### config.mk
export PLATFORM = sky130hd
export DESIGN_NAME = kwh_front
export DESIGN_NICKNAME = d
export VERILOG_FILES = /design/src/design/kwh_pkg.sv /design/src/design/kwh_front.sv
export SDC_FILE = /design/constraint.sdc
export NUM_CORES = 1
export LEC_CHECK = 0
export BUFFER_PORTS_ARGS = -buffer_cell sky130_fd_sc_hd__buf_2
export CAP_MARGIN = 10
export CORE_UTILIZATION = 40
export CTS_CLUSTER_SIZE = 25
export DETAILED_ROUTE_END_ITERATION = 7
export PLACE_DENSITY = 0.63
export RECOVER_POWER = 100
export REMOVE_ABC_BUFFERS = 1
export SLEW_MARGIN = 40
export SYNTH_ARGS = -nofsm -noshare
export SYNTH_HDL_FRONTEND = slang
export SYNTH_SLANG_ARGS = --single-unit
### constraint.sdc
create_clock -name aclk -period 4.9 [get_ports aclk]
set_clock_uncertainty 0.15 [all_clocks]
set_input_delay 0.98 -clock aclk [delete_from_list [all_inputs] [get_ports aclk]]
set_output_delay 0.98 -clock aclk [all_outputs]
set_load 0.02 [all_outputs]
### src/design/kwh_pkg.sv
// kwh_pkg: shared constants, codes and types of the k-mer window histogram
// used by every module of the block; depends on nothing
`default_nettype none

package kwh_pkg;

    // fixed field layout
    localparam int CODE_BITS    = 3;
    localparam int WIN_BITS     = 12;
    localparam int BIN_COUNT    = 4096;
    localparam int LETTER_SLOTS = 8;
    localparam int QUEUE_DEPTH  = 4;

    // port widths
    localparam int CMD_W       = 2;
    localparam int SYMBOL_W    = 8;
    localparam int S_TDATA_W   = 24;
    localparam int RESULT_W    = 32;
    localparam int M_TDATA_W   = 64;
    localparam int CFG_INDEX_W = 2;
    localparam int CFG_DATA_W  = 64;
    localparam int SIZE_W      = 4;
    localparam int KLEN_W      = 3;

    // parameter defaults
    localparam int ALPHABET_MAX_DEF = 8;
    localparam int K_MAX_DEF        = 4;
    localparam int COUNT_WIDTH_DEF  = 32;

    // reset values of the configuration registers
    localparam logic [SIZE_W-1:0]     SIZE_RESET    = 4'd4;
    localparam logic [CFG_DATA_W-1:0] LETTERS_RESET = 64'd1414022977;
    localparam logic [KLEN_W-1:0]     KLEN_RESET    = 3'd1;

    typedef enum logic [CMD_W-1:0] {
        CMD_SYMBOL = 2'd0,
        CMD_READ   = 2'd1,
        CMD_CLEAR  = 2'd2
    } kwh_cmd_t;

    typedef enum logic [CFG_INDEX_W-1:0] {
        CFG_SIZE    = 2'd0,
        CFG_LETTERS = 2'd1,
        CFG_KLEN    = 2'd2
    } kwh_cfg_t;

    // work handed from the front to the back
    typedef enum logic [1:0] {
        OP_INC     = 2'd0,
        OP_FOREIGN = 2'd1,
        OP_READ    = 2'd2,
        OP_CLEAR   = 2'd3
    } kwh_op_t;

    typedef struct packed {
        kwh_op_t             op;
        logic [WIN_BITS-1:0] addr;
    } kwh_entry_t;

    typedef struct packed {
        logic clearing;
    } kwh_back_status_t;

    typedef struct packed {
        logic full;
    } kwh_queue_status_t;

    typedef enum logic {
        BK_CLEAR = 1'b0,
        BK_RUN   = 1'b1
    } kwh_back_state_t;

endpackage : kwh_pkg

`default_nettype wire

### src/design/kwh_front.sv
// kwh_front: accepts stream words and configuration writes, maps letters,
// keeps the letter window and issues histogram work; depends on kwh_pkg
`default_nettype none

module kwh_front
    import kwh_pkg::*;
#(
    parameter int ALPHABET_MAX = ALPHABET_MAX_DEF,
    parameter int K_MAX        = K_MAX_DEF
) (
    input  wire logic                   aclk,
    input  wire logic                   aresetn,
    input  wire logic                   s_tvalid,
    output logic                        s_tready,
    input  wire logic [S_TDATA_W-1:0]   s_tdata,
    input  wire logic [CMD_W-1:0]       s_tuser,
    input  wire logic                   cfg_valid,
    output logic                        cfg_ready,
    input  wire logic [CFG_INDEX_W-1:0] cfg_index,
    input  wire logic [CFG_DATA_W-1:0]  cfg_data,
    input  wire kwh_back_status_t       back_status,
    input  wire kwh_queue_status_t      queue_status,
    output logic                        push,
    output kwh_entry_t                  push_entry
);

    localparam int KW = $clog2(K_MAX + 1);

    logic [SIZE_W-1:0]     size_reg;
    logic [CFG_DATA_W-1:0] letters_reg;
    logic [KLEN_W-1:0]     klen_reg;

    logic [WIN_BITS-1:0] codes_reg, codes_next;
    logic [KW-1:0]       seen_reg, seen_next;
    logic [KW-1:0]       age_reg, age_next;

    logic [SIZE_W-1:0]    n_eff;
    logic [KW-1:0]        k_eff;
    logic [WIN_BITS-1:0]  win_mask;
    logic [CODE_BITS-1:0] code;
    logic                 found;
    logic [KW-1:0]        seen_inc;
    logic [KW-1:0]        age_set;
    logic                 accept;
    logic [SYMBOL_W-1:0]  symbol;
    logic [WIN_BITS-1:0]  read_index;
    logic                 blank;

    assign s_tready   = !queue_status.full && !back_status.clearing;
    assign cfg_ready  = 1'b1;
    assign accept     = s_tvalid && s_tready;
    assign symbol     = s_tdata[SYMBOL_W-1:0];
    assign read_index = s_tdata[SYMBOL_W +: WIN_BITS];
    assign blank      = (symbol == 8'h20) || (symbol >= 8'h09 && symbol <= 8'h0d);

    // effective alphabet size and window length
    always_comb begin
        n_eff = size_reg;
        if (int'(n_eff) > ALPHABET_MAX) n_eff = SIZE_W'(ALPHABET_MAX);
        if (int'(n_eff) > LETTER_SLOTS) n_eff = SIZE_W'(LETTER_SLOTS);
        k_eff = KW'(klen_reg);
        if (klen_reg == '0) k_eff = KW'(1);
        if (int'(klen_reg) > K_MAX) k_eff = KW'(K_MAX);
        win_mask = WIN_BITS'((64'd1 << (CODE_BITS * int'(k_eff))) - 64'd1);
    end

    // lowest matching letter wins
    always_comb begin
        code  = '0;
        found = 1'b0;
        for (int i = LETTER_SLOTS - 1; i >= 0; i--) begin
            if (i < int'(n_eff) && letters_reg[8*i +: 8] == symbol) begin
                code  = CODE_BITS'(i);
                found = 1'b1;
            end
        end
    end

    always_comb begin
        codes_next = codes_reg;
        seen_next  = seen_reg;
        age_next   = age_reg;
        push       = 1'b0;
        push_entry = '{op: OP_INC, addr: read_index};
        seen_inc   = (int'(seen_reg) < K_MAX) ? seen_reg + KW'(1) : seen_reg;
        age_set    = found ? age_reg : k_eff;

        if (cfg_valid && cfg_ready && cfg_index == CFG_KLEN) begin
            codes_next = '0;
            seen_next  = '0;
            age_next   = '0;
        end

        if (accept) begin
            unique case (kwh_cmd_t'(s_tuser))
                CMD_SYMBOL: begin
                    if (!blank) begin
                        codes_next = WIN_BITS'({codes_reg, code}) & win_mask;
                        seen_next  = seen_inc;
                        age_next   = (age_set != '0) ? age_set - KW'(1) : '0;
                        if (seen_inc >= k_eff) begin
                            push            = 1'b1;
                            push_entry.op   = (age_set != '0) ? OP_FOREIGN : OP_INC;
                            push_entry.addr = codes_next;
                        end
                    end
                end
                CMD_READ: begin
                    push          = 1'b1;
                    push_entry.op = OP_READ;
                end
                CMD_CLEAR: begin
                    push          = 1'b1;
                    push_entry.op = OP_CLEAR;
                    codes_next    = '0;
                    seen_next     = '0;
                    age_next      = '0;
                end
                default: begin
                end
            endcase
        end
    end

    always_ff @(posedge aclk) begin
        if (!aresetn) begin
            size_reg    <= SIZE_RESET;
            letters_reg <= LETTERS_RESET;
            klen_reg    <= KLEN_RESET;
            codes_reg   <= '0;
            seen_reg    <= '0;
            age_reg     <= '0;
        end else begin
            if (cfg_valid && cfg_ready) begin
                unique case (kwh_cfg_t'(cfg_index))
                    CFG_SIZE:    size_reg    <= cfg_data[SIZE_W-1:0];
                    CFG_LETTERS: letters_reg <= cfg_data;
                    CFG_KLEN:    klen_reg    <= cfg_data[KLEN_W-1:0];
                    default: begin
                    end
                endcase
            end
            codes_reg <= codes_next;
            seen_reg  <= seen_next;
            age_reg   <= age_next;
        end
    end

endmodule : kwh_front

`default_nettype wire

==> out/qor.yml <==
setup_path:
  cp.arrival_ps: 3390
  cp_top_family: "simple AND/OR/NAND/NOR gates"
  slowest_stage: "or3_1"
  slowest_delay_ps: 400
  path_buf_inv: 3
  crit_chain: "buf_2 -> clkbuf_1 -> xnor2_1 -> nand4_1 -> or3_1 -> nor4b_2 -> and2_0 -> o311a_1 -> o21a_1 -> buf_2"
  worstSetupStartpointType: "primary input"
  path_class: "in -> out"
  cp_common_cell: "buf_2"
  end_kind: "output pin"
  path_max_fanout: 7
  worstPathRequired_ps: 3770
routing:
  wl_per_cell_um: 14.1
  firstDrtPassIters: 4
  vias: 4179
  drc_errors: 0
  ant_nets: 0
  totalWireLength_um: 11400
  vias_per_cell: 5.15
  drt-initial-drc-count: 195
power_and_ir_drop:
  p_per_area_nw_per_um2: 313
  vdd_drop_max_uv: 172
  p_leak_nw: 2.14
cts:
  hold_buffers: 0
  cts_setup_buffers: 0
  root_buffer: "clkbuf_16"
  insertion_delay_ps: 340
  cts_buffer_depth: 2
  cts.clk_slew.worst_paths_ps: 60
  cts-htree-levels: 3
  numCtsBuffers: 9
  cts_resized: 0
  clock-sinks: 86
  cts_tree: "done"
sta:
  fin_ws_ps: 380
  period_minus_slack_ps: 4520
  worst_pin_slew_ps: 2120
  fmax_ghz: 0.221
  setup_viol: 0
  rsz0062_at_grt: "no"
  tns_ps: 0
  slew_headroom_pct: -41.4
  slew_violations: 65
  min_period_over_period_pct: 92.3
  hold_violations: 0
floorplanning:
  dieHeight_um: 109
  rows: 38
  die_area_um2: 11800
  die_width_um: 109
  ios: 115
  initial_core_util_pct: 41.6
  core-area_um2: 10900
synth:
  ys_ff_latch: 86
  synthArstFlopShare_pct: 0
  ys_top_cells_by_count: "159 x nand2_1, 86 x dfxtp_1, 66 x a21oi_1"
  synth_area_um2: 4550
  synth_warnings: 0
  synthTopCellsByArea: "dfxtp_1 38%, nand2_1 13%, xnor2_1 8.7%"
  ys_seq_area_share_pct: 37.9
  synth.most_common_cell: "nand2_1"
  syn_area_per_cell_um2: 7.88
  synth_top_area_cell: "dfxtp_1"
  yosysTopAreaCellShare_pct: 37.9
  synth_edf_count: 0
  synth.distinct_cells: 59
  synth_ff_type: "dfxtp_1"
  syn_inst: 577
cells_and_area:
  area_growth_pct: 19.0
  layout.area.seq_um2: 1720
  n_antenna_cell: 0
  layout.nets: 773
  fill_cells: 1125
  multiInputGateArea_um2: 2580
  largest_reg_flops: 64
  drive_gt1_share_pct: 19.2
global_routing:
  grt_pass1_vias: 3701
  grt_pass1_wl_um: 18200
  grt_max_degree: 65
  antenna_found_initial: 1
  gr-total-overflow: 0
  grtUsageTotal_pct: 20.1
placement:
  gp_congestion: 0.786
  dp_hpwl_um: 7890
  pre_cts_slack_ps: 496
  io_buffer_count: 109
min_path:
  worstHoldPathType: "reg -> reg"
status:
  violations: "max-capacitance violations, max-slew violations"
  outcome: "finished with violations"
flow_run:
  maxCapViolCount: 1
-- final timing paths --
path | from | endpoint | slack (ps) | cells past startpoint
worst max-delay path | s_tdata[2] | push_entry[12] | 380 | 10
worst min-delay path | letters_reg[32] | letters_reg[32] | 320 | 2
worst max register to register | letters_reg[30] | age_reg[1] | 2380 | 7
worst min register to register | letters_reg[32] | letters_reg[32] | 320 | 2
-- stage by stage --
stage	util (%)	area, um^2	total power [mW]	instances	hold WS (ps)
floorplan	-	4340	0.865	539	291
global placement	46.7	5110	0.953	795	305
detailed placement	46.8	5110	0.958	795	309
CTS	49.8	5440	1.71	811	317
global route	49.5	5410	1.76	811	333
finish	49.5	5410	1.69	811	317
-- final cells by class --
| type | count | share of cell area [%] |
|---|---|---|
| Inverter | 8 | 0.555 |
| Multi-Input combinational cell | 445 | 47.8 |
| Sequential cell | 86 | 31.8 |
| Tap cell | 140 | 3.24 |
| Timing Repair Buffer | 116 | 10.5 |
| Clock inverter | 7 | 1.92 |
| Clock buffer | 9 | 4.16 |
-- power by group --
| part | switching [mW] | total (mW) | internal (mW) |
|---|---|---|---|
| registers | 0.0159 | 0.736 | 0.720 |
| logic | 0.116 | 0.204 | 0.0876 |
| clock network | 0.300 | 0.754 | 0.454 |
| total | 0.432 | 1.69 | 1.26 |
-- worst register-to-register path, stage by stage (launching register included) --
cell       delay, ps
dfxtp_1          320
xor2_1           160
nor4_1           510
o2111ai_1        280
and4bb_2         350
a21oi_1          230
nor4b_1           90
a311o_1          310
-- placed cells by master (no fill, tap or decap), types with 5 or more instances in the layout --
cell / netlist / routed
clkbuf_16: 0 / 9
dfxtp_1: 86 / 86
clkbuf_1: 19 / 16
o21ai_1: 11 / 11
nor3_1: 9 / 9
nand2_1: 159 / 159
nor2_1: 17 / 17
a2bb2oi_1: 5 / 5
xnor2_1: 45 / 45
nand4_1: 11 / 11
inv_1: 7 / 8
a21oi_1: 66 / 66
mux2i_1: 6 / 6
ha_1: 9 / 9
nand3_1: 17 / 17
xor2_1: 20 / 20
buf_2: 3 / 96
-- per-layer routing --
| metal | vias up | part of all wire, % | global-route usage [%] |
|---|---|---|---|
| li1 | 2117 | - | - |
| met1 | 1912 | 47 | 26.9 |
| met2 | 133 | 45 | 32.2 |
| met3 | 15 | 6.0 | 4.24 |
| met4 | 2 | 1.6 | 6.66 |
| met5 | - | 0.070 | 0 |
-- kinds of logic (layout without fill, tap and decap cells) --
family          after synthesis  in the layout  synth area share [%]
simple gates                250            250                  25.5
fa+ha+maj                     9              9                  2.48
other cells                   1              2                0.0825
xor+xnor                     65             65                  12.5
flops                        86             86                  37.9
buf+inv                      47            140                  5.37
compound gates              111            111                  14.4
mux                           8              8                  1.82
Power figures use the tool's default switching activity.
