==> src/design/kwh_pkg.sv <==
// kwh_pkg: shared constants, codes and types of the k-mer window histogram
// used by every module of the block; depends on nothing
`default_nettype none

package kwh_pkg;

    // fixed field layout
    localparam int CODE_BITS    = 3;
    localparam int WIN_BITS     = 12;
    localparam int BIN_COUNT    = 4096;
    localparam int LETTER_SLOTS = 8;
    localparam int QUEUE_DEPTH  = 4;

    // port widths
    localparam int CMD_W       = 2;
    localparam int SYMBOL_W    = 8;
    localparam int S_TDATA_W   = 24;
    localparam int RESULT_W    = 32;
    localparam int M_TDATA_W   = 64;
    localparam int CFG_INDEX_W = 2;
    localparam int CFG_DATA_W  = 64;
    localparam int SIZE_W      = 4;
    localparam int KLEN_W      = 3;

    // parameter defaults
    localparam int ALPHABET_MAX_DEF = 8;
    localparam int K_MAX_DEF        = 4;
    localparam int COUNT_WIDTH_DEF  = 32;

    // reset values of the configuration registers
    localparam logic [SIZE_W-1:0]     SIZE_RESET    = 4'd4;
    localparam logic [CFG_DATA_W-1:0] LETTERS_RESET = 64'd1414022977;
    localparam logic [KLEN_W-1:0]     KLEN_RESET    = 3'd1;

    typedef enum logic [CMD_W-1:0] {
        CMD_SYMBOL = 2'd0,
        CMD_READ   = 2'd1,
        CMD_CLEAR  = 2'd2
    } kwh_cmd_t;

    typedef enum logic [CFG_INDEX_W-1:0] {
        CFG_SIZE    = 2'd0,
        CFG_LETTERS = 2'd1,
        CFG_KLEN    = 2'd2
    } kwh_cfg_t;

    // work handed from the front to the back
    typedef enum logic [1:0] {
        OP_INC     = 2'd0,
        OP_FOREIGN = 2'd1,
        OP_READ    = 2'd2,
        OP_CLEAR   = 2'd3
    } kwh_op_t;

    typedef struct packed {
        kwh_op_t             op;
        logic [WIN_BITS-1:0] addr;
    } kwh_entry_t;

    typedef struct packed {
        logic clearing;
    } kwh_back_status_t;

    typedef struct packed {
        logic full;
    } kwh_queue_status_t;

    typedef enum logic {
        BK_CLEAR = 1'b0,
        BK_RUN   = 1'b1
    } kwh_back_state_t;

endpackage : kwh_pkg

`default_nettype wire

==> src/design/kwh_queue.sv <==
// kwh_queue: short first-in first-out buffer of work between front and back
// depends on kwh_pkg
`default_nettype none

module kwh_queue
    import kwh_pkg::*;
(
    input  wire logic       aclk,
    input  wire logic       aresetn,
    input  wire logic       push,
    input  wire kwh_entry_t push_entry,
    input  wire logic       pop,
    output logic            head_valid,
    output kwh_entry_t      head_entry,
    output kwh_queue_status_t status
);

    localparam int PW = $clog2(QUEUE_DEPTH);
    localparam int CW = $clog2(QUEUE_DEPTH + 1);

    kwh_entry_t    entries_reg [QUEUE_DEPTH];
    logic [PW-1:0] wr_ptr_reg, rd_ptr_reg;
    logic [CW-1:0] fill_reg, fill_next;
    logic          do_pop;

    assign head_valid  = (fill_reg != '0);
    assign head_entry  = entries_reg[rd_ptr_reg];
    assign status.full = (fill_reg == CW'(QUEUE_DEPTH));
    assign do_pop      = pop && head_valid;

    always_comb begin
        fill_next = fill_reg;
        if (push && !do_pop) fill_next = fill_reg + CW'(1);
        if (!push && do_pop) fill_next = fill_reg - CW'(1);
    end

    always_ff @(posedge aclk) begin
        if (!aresetn) begin
            wr_ptr_reg <= '0;
            rd_ptr_reg <= '0;
            fill_reg   <= '0;
        end else begin
            fill_reg <= fill_next;
            if (push) begin
                wr_ptr_reg <= (int'(wr_ptr_reg) == QUEUE_DEPTH - 1) ? '0 : wr_ptr_reg + PW'(1);
            end
            if (do_pop) begin
                rd_ptr_reg <= (int'(rd_ptr_reg) == QUEUE_DEPTH - 1) ? '0 : rd_ptr_reg + PW'(1);
            end
        end
    end

    always_ff @(posedge aclk) begin
        if (push) entries_reg[wr_ptr_reg] <= push_entry;
    end

endmodule : kwh_queue

`default_nettype wire

==> config.mk <==
export PLATFORM = sky130hd
export DESIGN_NAME = kwh_queue
export DESIGN_NICKNAME = d
export VERILOG_FILES = /design/src/design/kwh_pkg.sv /design/src/design/kwh_queue.sv
export SDC_FILE = /design/constraint.sdc
export NUM_CORES = 1
export LEC_CHECK = 0
export ABC_AREA = 0
export ABC_CLOCK_PERIOD_IN_PS = 3200
export BUFFER_PORTS_ARGS = -buffer_cell sky130_fd_sc_hd__buf_2
export CAP_MARGIN = 10
export CORE_MARGIN = 2
export CORE_UTILIZATION = 60
export CTS_CLUSTER_SIZE = 25
export DETAILED_ROUTE_END_ITERATION = 8
export PLACE_DENSITY = 0.83
export SLEW_MARGIN = 5
export SYNTH_ARGS = -nofsm -noshare
export SYNTH_HDL_FRONTEND = slang
export SYNTH_SLANG_ARGS = --single-unit
==> constraint.sdc <==
create_clock -name aclk -period 3.2 [get_ports aclk]
set_input_delay 0.48 -clock aclk [delete_from_list [all_inputs] [get_ports aclk]]
set_output_delay 0.48 -clock aclk [all_outputs]
set_load 0.1 [all_outputs]
==> results.md, run 1 <==
Detailed routing:
- The number of nets still failing antenna checks after routing is 0.
- For this block, the initial DRC count from the detailed router was 135.
- The first detailed-routing pass ran for 4 iterations.
- The wire length after detailed routing is 4020 um.
- The average detailed-routed wire length per instance is 18.2 um.
- In the routed layout, each cell is associated on average with a via count of 5.53.
- The vias after detailed routing is 1,222.
- In the routed design, unresolved DRC markers number 0.

Power and ir drop:
- For this design the total switching power over the nets is 0.00104 W.
- The cell-internal power is 0.00155 W.
- In this run the power density over the cells is 890 nW/um2.
- The share of total power dissipated in the clock network is 0.249.
- The share of total power dissipated in sequential elements is 0.401.
- The proportion of power drawn by combinational gates is 0.350.
- The switching part of the total is 0.401.
- The worst supply voltage drop on vdd is 412 uV.
- The standby leakage power is 1.04 nW.

Place:
- The placer's final routability congestion estimate is 0.674.
- Counting tap cells, the placed design contains a total of 205 instances.
- Buffers placed on the I/O ports in this run total 33.
- The half-perimeter wire length after detailed placement is 2670 um.

Global route:
- The via count of the first global-routing pass came to 1,260.
- The number of antenna violations at the first check in global routing is 0.
- The maximum number of pins on one net before global-route repair is 15.
- Summed over all layers, the global routing overflow is 0.
- Across every metal layer, demand over resource in global routing totals 0.203.
- The first global-routing pass estimated 6270 um of wire.

Synthesis:
- Synthesis instantiated 25 different standard cells from the library.
- The synthesized design contains 65 register bits.
- The Yosys step of the flow raised 0 warnings.
- The post-synthesis area per instance is 20.3 um2.
- The synthesized area is 2520 um2.
- Synthesis produced a netlist whose cell count is 124.
- The sequential-to-total area share from yosys stat is 0.739.
- The total nets after synthesis is 149.

Timing:
- The maximum frequency from static timing analysis is 395 MHz.
- The max-slew violation total from the final report is 0.
- At the pin with the least slew margin, the transition time is 0.788 ns.
- The share of the clock period used by the worst path after layout is 0.792.
- The time the final worst path needs with I/O delays and setup is 2.53 ns.
- Setup violations remaining at the end of the flow were counted as 0.
- The post-route clock skew is 0.00727 ns.
- The final hold violation count came to 0.
- The setup TNS is 0 ns.
- Setup repair after global routing left no endpoint under its margin.
- The remaining max-slew budget at the tightest pin is 0.475.

Min path:
- The class of the tightest hold or removal check is in -> reg.
- The startpoint identified for the worst hold timing path is push_entry[7].
- The cell depth of the worst min-delay path is 1.
- The worst min-delay path endpoint is entries_reg[1][7]$_DFFE_PP_.

Critical path:
- The worst-path maximum fanout is 9.
- Data arrives at the worst endpoint at 2.05 ns.
- The standard cell with the maximum stage delay on the critical path is sky130_fd_sc_hd__mux4_1.
- The logic depth of the worst register-to-register path is 8.
- Walking the worst path, the cells encountered are buf_4, mux4_1, buf_2.
- The start of the worst register-to-register path is fill_reg[1]$_SDFFE_PN0P_.
- The required time of the critical path is 2.72 ns.
- The largest incremental delay on the critical path is 0.58 ns.
- The type of the worst setup path is reg -> out.
- The worst reg-to-reg setup slack is 1.15 ns.
- The type of element capturing the critical path is an output port.
- STA classifies the critical path startpoint as a flip-flop.
- The reg-to-reg endpoint is fill_reg[2]$_SDFFE_PN0P_.

Finish:
- The area of all sequential standard cells is 1860 um2.
- The number of flip-flops under the largest register name is 56.
- The antenna cell count is 0.
- The number of fill cells in the layout is 260.
- Summing all multi-input logic gate instances after layout gives 594 um2.
- For this run, the post-layout net count is 191.
- The layout-stage area growth over the synthesis result is 15.3%.
- The finished layout holds 221 standard cells, fillers aside.
- In the final layout, the share of cells above drive strength 1 is 0.333.

Run:
- The max-cap check violation count is 0.

Clock network:
- The clock root buffer is sky130_fd_sc_hd__clkbuf_8.
- Clock tree synthesis found a total of 65 sinks.
- No sink is reached through more buffers than the 2 on the longest clock path.
- TritonCTS built the clock tree.
- The clock transition time at the flip-flop clock pins of the worst setup and hold paths is 0.06 ns.
- Post-CTS repair changed the size of 0 cells.
- For this design, the CTS-stage hold fixing added 0 buffers.
- Buffers added to address setup during post-CTS repair amount to 0.
- The H-tree was split into 3 levels.
- The clock network latency to the later pin of the worst-skew pair is 0.33 ns.
- The number of buffers inserted during clock tree synthesis is 9.

Floorplanning:
- The initial standard-cell utilization of the core is 0.625.
- The die extent in x is 68.8 um.
- The number of placement rows is 23.
- The count of boundary I/O pins is 34.
- The region available for standard cell placement spans 4030 um2.
- The die area is 4730 um2.
- The height of the die is 68.8 um.

Outcome:
- The flow ran to the end, and the final reports show no timing, DRC or antenna violations.
[per-stage QoR]
stage / setup slack (ns) / util / cell area [um2] / hold slack [ns] / total power, W
finish: 0.666 / 0.721 / 2900 / 0.362 / 0.00258
CTS: 0.636 / 0.721 / 2900 / 0.352 / 0.00261
global route: 0.545 / 0.721 / 2900 / 0.345 / 0.00270
floorplan: 1.31 / - / 2520 / 0.478 / 0.00185
global placement: 1.01 / 0.675 / 2720 / 0.491 / 0.00194
detailed placement: 0.993 / 0.675 / 2720 / 0.535 / 0.00197
[Yosys cell counts, drive strengths merged]
| library cell | n | area (um2) |
|---|---|---|
| a21boi | 1 | 7.51 |
| a21oi | 1 | 5.00 |
| and2 | 6 | 37.5 |
| and3 | 1 | 6.26 |
| buf | 3 | 36.3 |
| dfxtp | 9 | 180 |
| edfxtp | 56 | 1680 |
| fa | 1 | 20.0 |
| ha | 6 | 75.1 |
| inv | 7 | 26.3 |
| mux2i | 1 | 10.0 |
| mux4 | 14 | 330 |
| nand2 | 3 | 11.3 |
| nand3 | 2 | 10.0 |
| nor2 | 1 | 3.75 |
| nor2b | 2 | 12.5 |
| nor3b | 1 | 7.51 |
| o21ai | 4 | 20.0 |
| o31ai | 1 | 7.51 |
| or3 | 2 | 12.5 |
| xnor2 | 1 | 8.76 |
| xor2 | 1 | 8.76 |
[critical path: cells and delay by family, from the launching register on]
kind,cells,cell delay [ns]
buf+inv,2,0.60
mux,1,0.58
flops,1,0.55
[per-layer routing]
metal,vias to the layer above,global-route usage,part of all wire
li1,576,-,-
met1,612,0.247,0.42
met2,29,0.335,0.52
met3,5,0.0649,0.049
met4,0,0.0882,0.0095
met5,-,0,0
[power by group through the flow]
stage	Sequential (W)	Combinational [W]	Clock (W)
after floorplan	0.00102	0.000828	0
after global placement	0.00105	0.000888	0
after detailed placement	0.00106	0.000912	0
after CTS	0.00104	0.000913	0.000656
after global routing	0.00104	0.000955	0.000702
final	0.00104	0.000905	0.000643
[final cells by class]
type	instances	area share
sequential	65	0.641
multi-input combinational	49	0.205
timing repair buffer	34	0.0595
clock buffer	10	0.0439
tap	50	0.0215
clock inverter	6	0.0202
inverter	7	0.00905
[layout by cell type (no fill, tap or decap)]
| cell | synthesis | layout |
|---|---|---|
| sky130_fd_sc_hd__bufinv_16 | 0 | 1 |
| sky130_fd_sc_hd__xor2_1 | 1 | 1 |
| sky130_fd_sc_hd__ha_1 | 6 | 6 |
| sky130_fd_sc_hd__o21ai_0 | 4 | 4 |
| sky130_fd_sc_hd__clkinv_2 | 0 | 1 |
| sky130_fd_sc_hd__dfxtp_1 | 9 | 9 |
| sky130_fd_sc_hd__clkbuf_1 | 0 | 1 |
| sky130_fd_sc_hd__nand3_1 | 2 | 2 |
| sky130_fd_sc_hd__buf_4 | 0 | 1 |
| sky130_fd_sc_hd__mux4_1 | 4 | 4 |
| sky130_fd_sc_hd__xnor2_1 | 1 | 1 |
| sky130_fd_sc_hd__inv_1 | 7 | 7 |
| sky130_fd_sc_hd__clkbuf_8 | 0 | 9 |
| sky130_fd_sc_hd__nor2_1 | 1 | 1 |
| sky130_fd_sc_hd__a21boi_0 | 1 | 1 |
| sky130_fd_sc_hd__clkinv_4 | 0 | 1 |
| sky130_fd_sc_hd__and2_1 | 6 | 6 |
| sky130_fd_sc_hd__clkinv_1 | 0 | 2 |
| sky130_fd_sc_hd__nor3b_1 | 1 | 1 |
| sky130_fd_sc_hd__o31ai_1 | 1 | 1 |
| sky130_fd_sc_hd__buf_2 | 1 | 33 |
| sky130_fd_sc_hd__fa_1 | 1 | 1 |
| sky130_fd_sc_hd__edfxtp_1 | 56 | 56 |
| sky130_fd_sc_hd__and3_1 | 1 | 1 |
| sky130_fd_sc_hd__nor2b_1 | 2 | 2 |
| sky130_fd_sc_hd__mux2i_1 | 1 | 1 |
| sky130_fd_sc_hd__mux4_2 | 10 | 10 |
| sky130_fd_sc_hd__a21oi_1 | 1 | 1 |
| sky130_fd_sc_hd__clkinvlp_4 | 0 | 1 |
| sky130_fd_sc_hd__nand2_1 | 3 | 3 |
| sky130_fd_sc_hd__or3_1 | 2 | 2 |
[cell families (layout without fill, tap and decap cells)]
family	after synthesis	count (layout)	share of synthesized area
flip-flops	65	65	0.739
AND/OR/NAND/NOR	18	18	0.0402
multiplexers	15	15	0.135
buffers and inverters	10	57	0.0248
adder cells (fa/ha/maj)	7	7	0.0378
AO/OA/AOI/OAI	7	7	0.0159
XOR/XNOR	2	2	0.00696
[worst max path at each step]
stage,startpoint,endpoint,slack [ns],depth (start not counted)
detailed placement,flip-flop,head_entry[4],0.99,3
global route,flip-flop,head_entry[6],0.55,3
floorplan,flip-flop,head_entry[13],1.31,2
CTS,flip-flop,head_entry[4],0.64,3
global placement,flip-flop,head_entry[5],1.01,3
finish,flip-flop,head_entry[5],0.67,3
Note: power is estimated with default switching activity, not from simulation.
==> inputs of run 2 (changes only) <==
- ABC_CLOCK_PERIOD_IN_PS: 3200 -> 2600
- CORE_UTILIZATION: 60 -> 56
- PLACE_DENSITY: 0.83 -> 0.78
- clock period: 3.2 -> 2.6 ns (I/O delays scaled with it)
==> results.md, run 2 (synthesis results as in run 1) <==
Outcome:
- The run finished with clean final reports.

Timing:
- The final hold violation count came to 0 (unchanged).
- The share of the clock period used by the worst path after layout is 0.899.
- The setup TNS came to 0 ns (unchanged).
- Setup repair after global routing left no endpoint under its margin.
- Derived from the worst setup path, the maximum achievable clock frequency is 428 MHz.
- After layout, the minimum clock period comes to 2.34 ns.
- The transition at the pin with the smallest max-transition slack was 0.789 ns (+0.000604 ns).
- The max-slew violation total from the final report came to 0 (unchanged).
- The number of failing setup endpoints in the final timing report is 0 (unchanged).
- The post-route clock skew came to 0.00787 ns (+0.000610 ns).
- The remaining max-slew budget at the tightest pin was 0.474 (about the same).
- The minimum hold slack is 0.276 ns (-0.0861 ns).

Power and ir drop:
- The power density over the cells came to 1080 nW/um2 (+21%).
- The standby leakage power came to 1.04 nW (-0.61%).
- The worst supply voltage drop on vdd came to 1030 uV (+150%).

Global route:
- The via count of the first global-routing pass is 1,298 (+3.0%).
- The global route total overflow came to 0 (unchanged).
- The wire length of the first global-routing pass is 6200 um (-0.99%).
- The maximum number of pins on one net before global-route repair is 15 (unchanged).
- The number of antenna violations at the first check in global routing is 0 (unchanged).
- The overall global routing resource usage came to 0.175 (-0.0280).

Clock network:
- The clock transition time at the flip-flop clock pins of the worst setup and hold paths is 0.07 ns (about the same).
- The clock tree from TritonCTS is done.
- The number of buffers inserted during clock tree synthesis came to 9 (unchanged).
- The maximum buffer depth of the clock tree was 2 (unchanged).
- The number of gates resized after CTS came to 0 (unchanged).
- The total setup buffers inserted after CTS is 0 (unchanged).
- The clock root buffer is sky130_fd_sc_hd__clkbuf_8.
- The deepest level of the CTS H-tree is 3 (unchanged).
- The sink count of the clock tree is 65 (unchanged).
- The clock network latency to the later pin of the worst-skew pair was 0.33 ns (about the same).
- The cts-stage hold buffer count was 0 (unchanged).

Detailed routing:
- The highest metal layer with signal wires is met4.
- The ratio of routed vias to standard cells came to 5.57 (+0.73%).
- The wire length on met3 is 231 um (+17%).
- The wire length after detailed routing was 3900 um (-2.9%).
- The number of nets still failing antenna checks after routing came to 0 (unchanged).
- The vias after detailed routing is 1,242 (+1.6%).
- The count of unresolved DRC violations after routing is 0 (unchanged).
- The first-pass detailed-route iteration total is 4 (unchanged).
- The number of DRC violations after detailed-routing iteration 0 is 102 (-24%).
- The met1 routed wirelength after detailed routing is 1600 um (-4.4%).
- The average detailed-routed wire length per instance came to 17.5 um (-3.8%).
- The routed wire length on met2 was 2000 um (-5.2%).

Finish:
- The total non-filler cell area in the finished layout is 2890 um2 (-0.47%).
- The area of combinational cells with multiple inputs is 594 um2 (unchanged).
- The library cell used most frequently in the layout, excluding fill and tap cells, is sky130_fd_sc_hd__edfxtp_1.
- The fraction of final layout cells sized beyond drive strength 1 came to 0.322 (-0.0117).
- The antenna cell count is 0 (unchanged).
- The number of flip-flops under the largest register name came to 56 (unchanged).
- The number of fill cells in the layout is 293 (+13%).
- The number of nets in the final layout came to 191 (unchanged).
- In the layout the commonest cells are sky130_fd_sc_hd__edfxtp_1 (56), sky130_fd_sc_hd__buf_2 (33), sky130_fd_sc_hd__clkbuf_8 (11).
- From synthesis to final layout, the design area changed by 14.8%.
- The area of all sequential standard cells was 1860 um2 (unchanged).

Place:
- The placer's final routability congestion estimate is 0.724 (+7.4%).
- The half-perimeter wire length after detailed placement was 2590 um (-3.1%).
- The area after detailed placement came to 2720 um2 (about the same).
- The total of buffers placed on input and output ports came to 33 (unchanged).

Floorplanning:
- The height of the die is 71.1 um (+3.3%).
- The area of the placeable core is 4350 um2 (+8.1%).
- The count of boundary I/O pins came to 34 (unchanged).
- The initial standard-cell utilization of the core is 0.578 (-0.0467).
- The number of placement rows came to 24 (+4.3%).
- The die extent in x was 71.1 um (+3.3%).
- The die area is 5050 um2 (+6.7%).

Critical path:
- The worst-path maximum fanout is 9 (unchanged).
- The cell family contributing the most delay on the critical path is buffers and inverters.
- The kind of start point of the critical path is a flip-flop.
- STA classifies the critical path endpoint as an output port.
- The critical path in this run is classified as reg -> out.
- The largest incremental delay on the critical path was 0.52 ns (-0.06 ns).
- The arrival time at the worst endpoint came to 1.95 ns (-0.10 ns).
- The buffers plus inverters on the worst setup path came to 2 (unchanged).
- The slowest stage of the critical path belongs to the cell sky130_fd_sc_hd__mux4_2.
- Walking the worst path, the cells encountered are buf_4, mux4_2, buf_2.
- The required time of the critical path is 2.21 ns (-0.51 ns).

Run:
- The max-cap check violation count came to 0 (unchanged).

Min path:
- In this run the worst hold path is classified as in -> reg.
[run 2: cell types whose count changed in the layout (fill, tap and decap cells not counted)]
| cell | change |
|---|---|
| sky130_fd_sc_hd__clkinv_2 | -1 |
| sky130_fd_sc_hd__clkinv_4 | -1 |
| sky130_fd_sc_hd__clkbuf_1 | +4 |
| sky130_fd_sc_hd__clkinvlp_4 | -1 |
| sky130_fd_sc_hd__clkinv_1 | -2 |
| sky130_fd_sc_hd__clkbuf_8 | +2 |
| sky130_fd_sc_hd__bufinv_16 | -1 |
[run 2: final timing paths]
| kind | start | end | slack [ns] | cells past startpoint |
|---|---|---|---|---|
| worst max-delay path | flip-flop | head_entry[7] | 0.26 | 3 |
| worst min-delay path | push_entry[12] | entries_reg[3][12]$_DFFE_PP_ | 0.28 | 1 |
| worst max register to register | fill_reg[0]$_SDFFE_PN0P_ | fill_reg[2]$_SDFFE_PN0P_ | 0.57 | 8 |
| worst min register to register | fill_reg[2]$_SDFFE_PN0P_ | fill_reg[2]$_SDFFE_PN0P_ | 0.54 | 2 |
[run 2: final cells by class]
cell class | instances | share of cell area
clock buffer | 16 | 0.0589
inverter | 7 | 0.00909
multi-input combinational | 49 | 0.206
sequential | 65 | 0.644
tap | 52 | 0.0225
timing repair buffer | 34 | 0.0597
[run 2: worst reg2reg max path, delay by kind of cell, from the launching register on]
kind / cells / cell delay, ns
fa+ha+maj: 2 / 0.41
simple gates: 1 / 0.31
xor+xnor: 1 / 0.07
compound gates: 2 / 0.65
flops: 1 / 0.35
buf+inv: 2 / 0.16
[run 2: report_power, final]
| part | switching (W) | internal [W] |
|---|---|---|
| registers | 0.0000629 | 0.00121 |
| logic | 0.000852 | 0.000261 |
| clock network | 0.000329 | 0.000401 |
| total | 0.00124 | 0.00187 |
[run 2: layer usage]
| layer | global-route usage | vias up |
|---|---|---|
| met5 | 0 | - |
| met3 | 0.0655 | 7 |
| li1 | - | 575 |
| met1 | 0.199 | 618 |
| met4 | 0.0881 | 0 |
| met2 | 0.291 | 42 |
[run 2: metrics by stage]
| step | power, W | instances | util | setup WS, ns |
|---|---|---|---|---|
| 2_1_floorplan | 0.00228 | 124 | - | 0.798 |
| 3_3_place_gp | 0.00238 | 207 | 0.625 | 0.594 |
| 3_5_place_dp | 0.00242 | 207 | 0.625 | 0.563 |
| 4_1_cts | 0.00314 | 223 | 0.664 | 0.198 |
| 5_1_grt | 0.00323 | 223 | 0.664 | 0.155 |
| 6_report | 0.00311 | 223 | 0.664 | 0.262 |
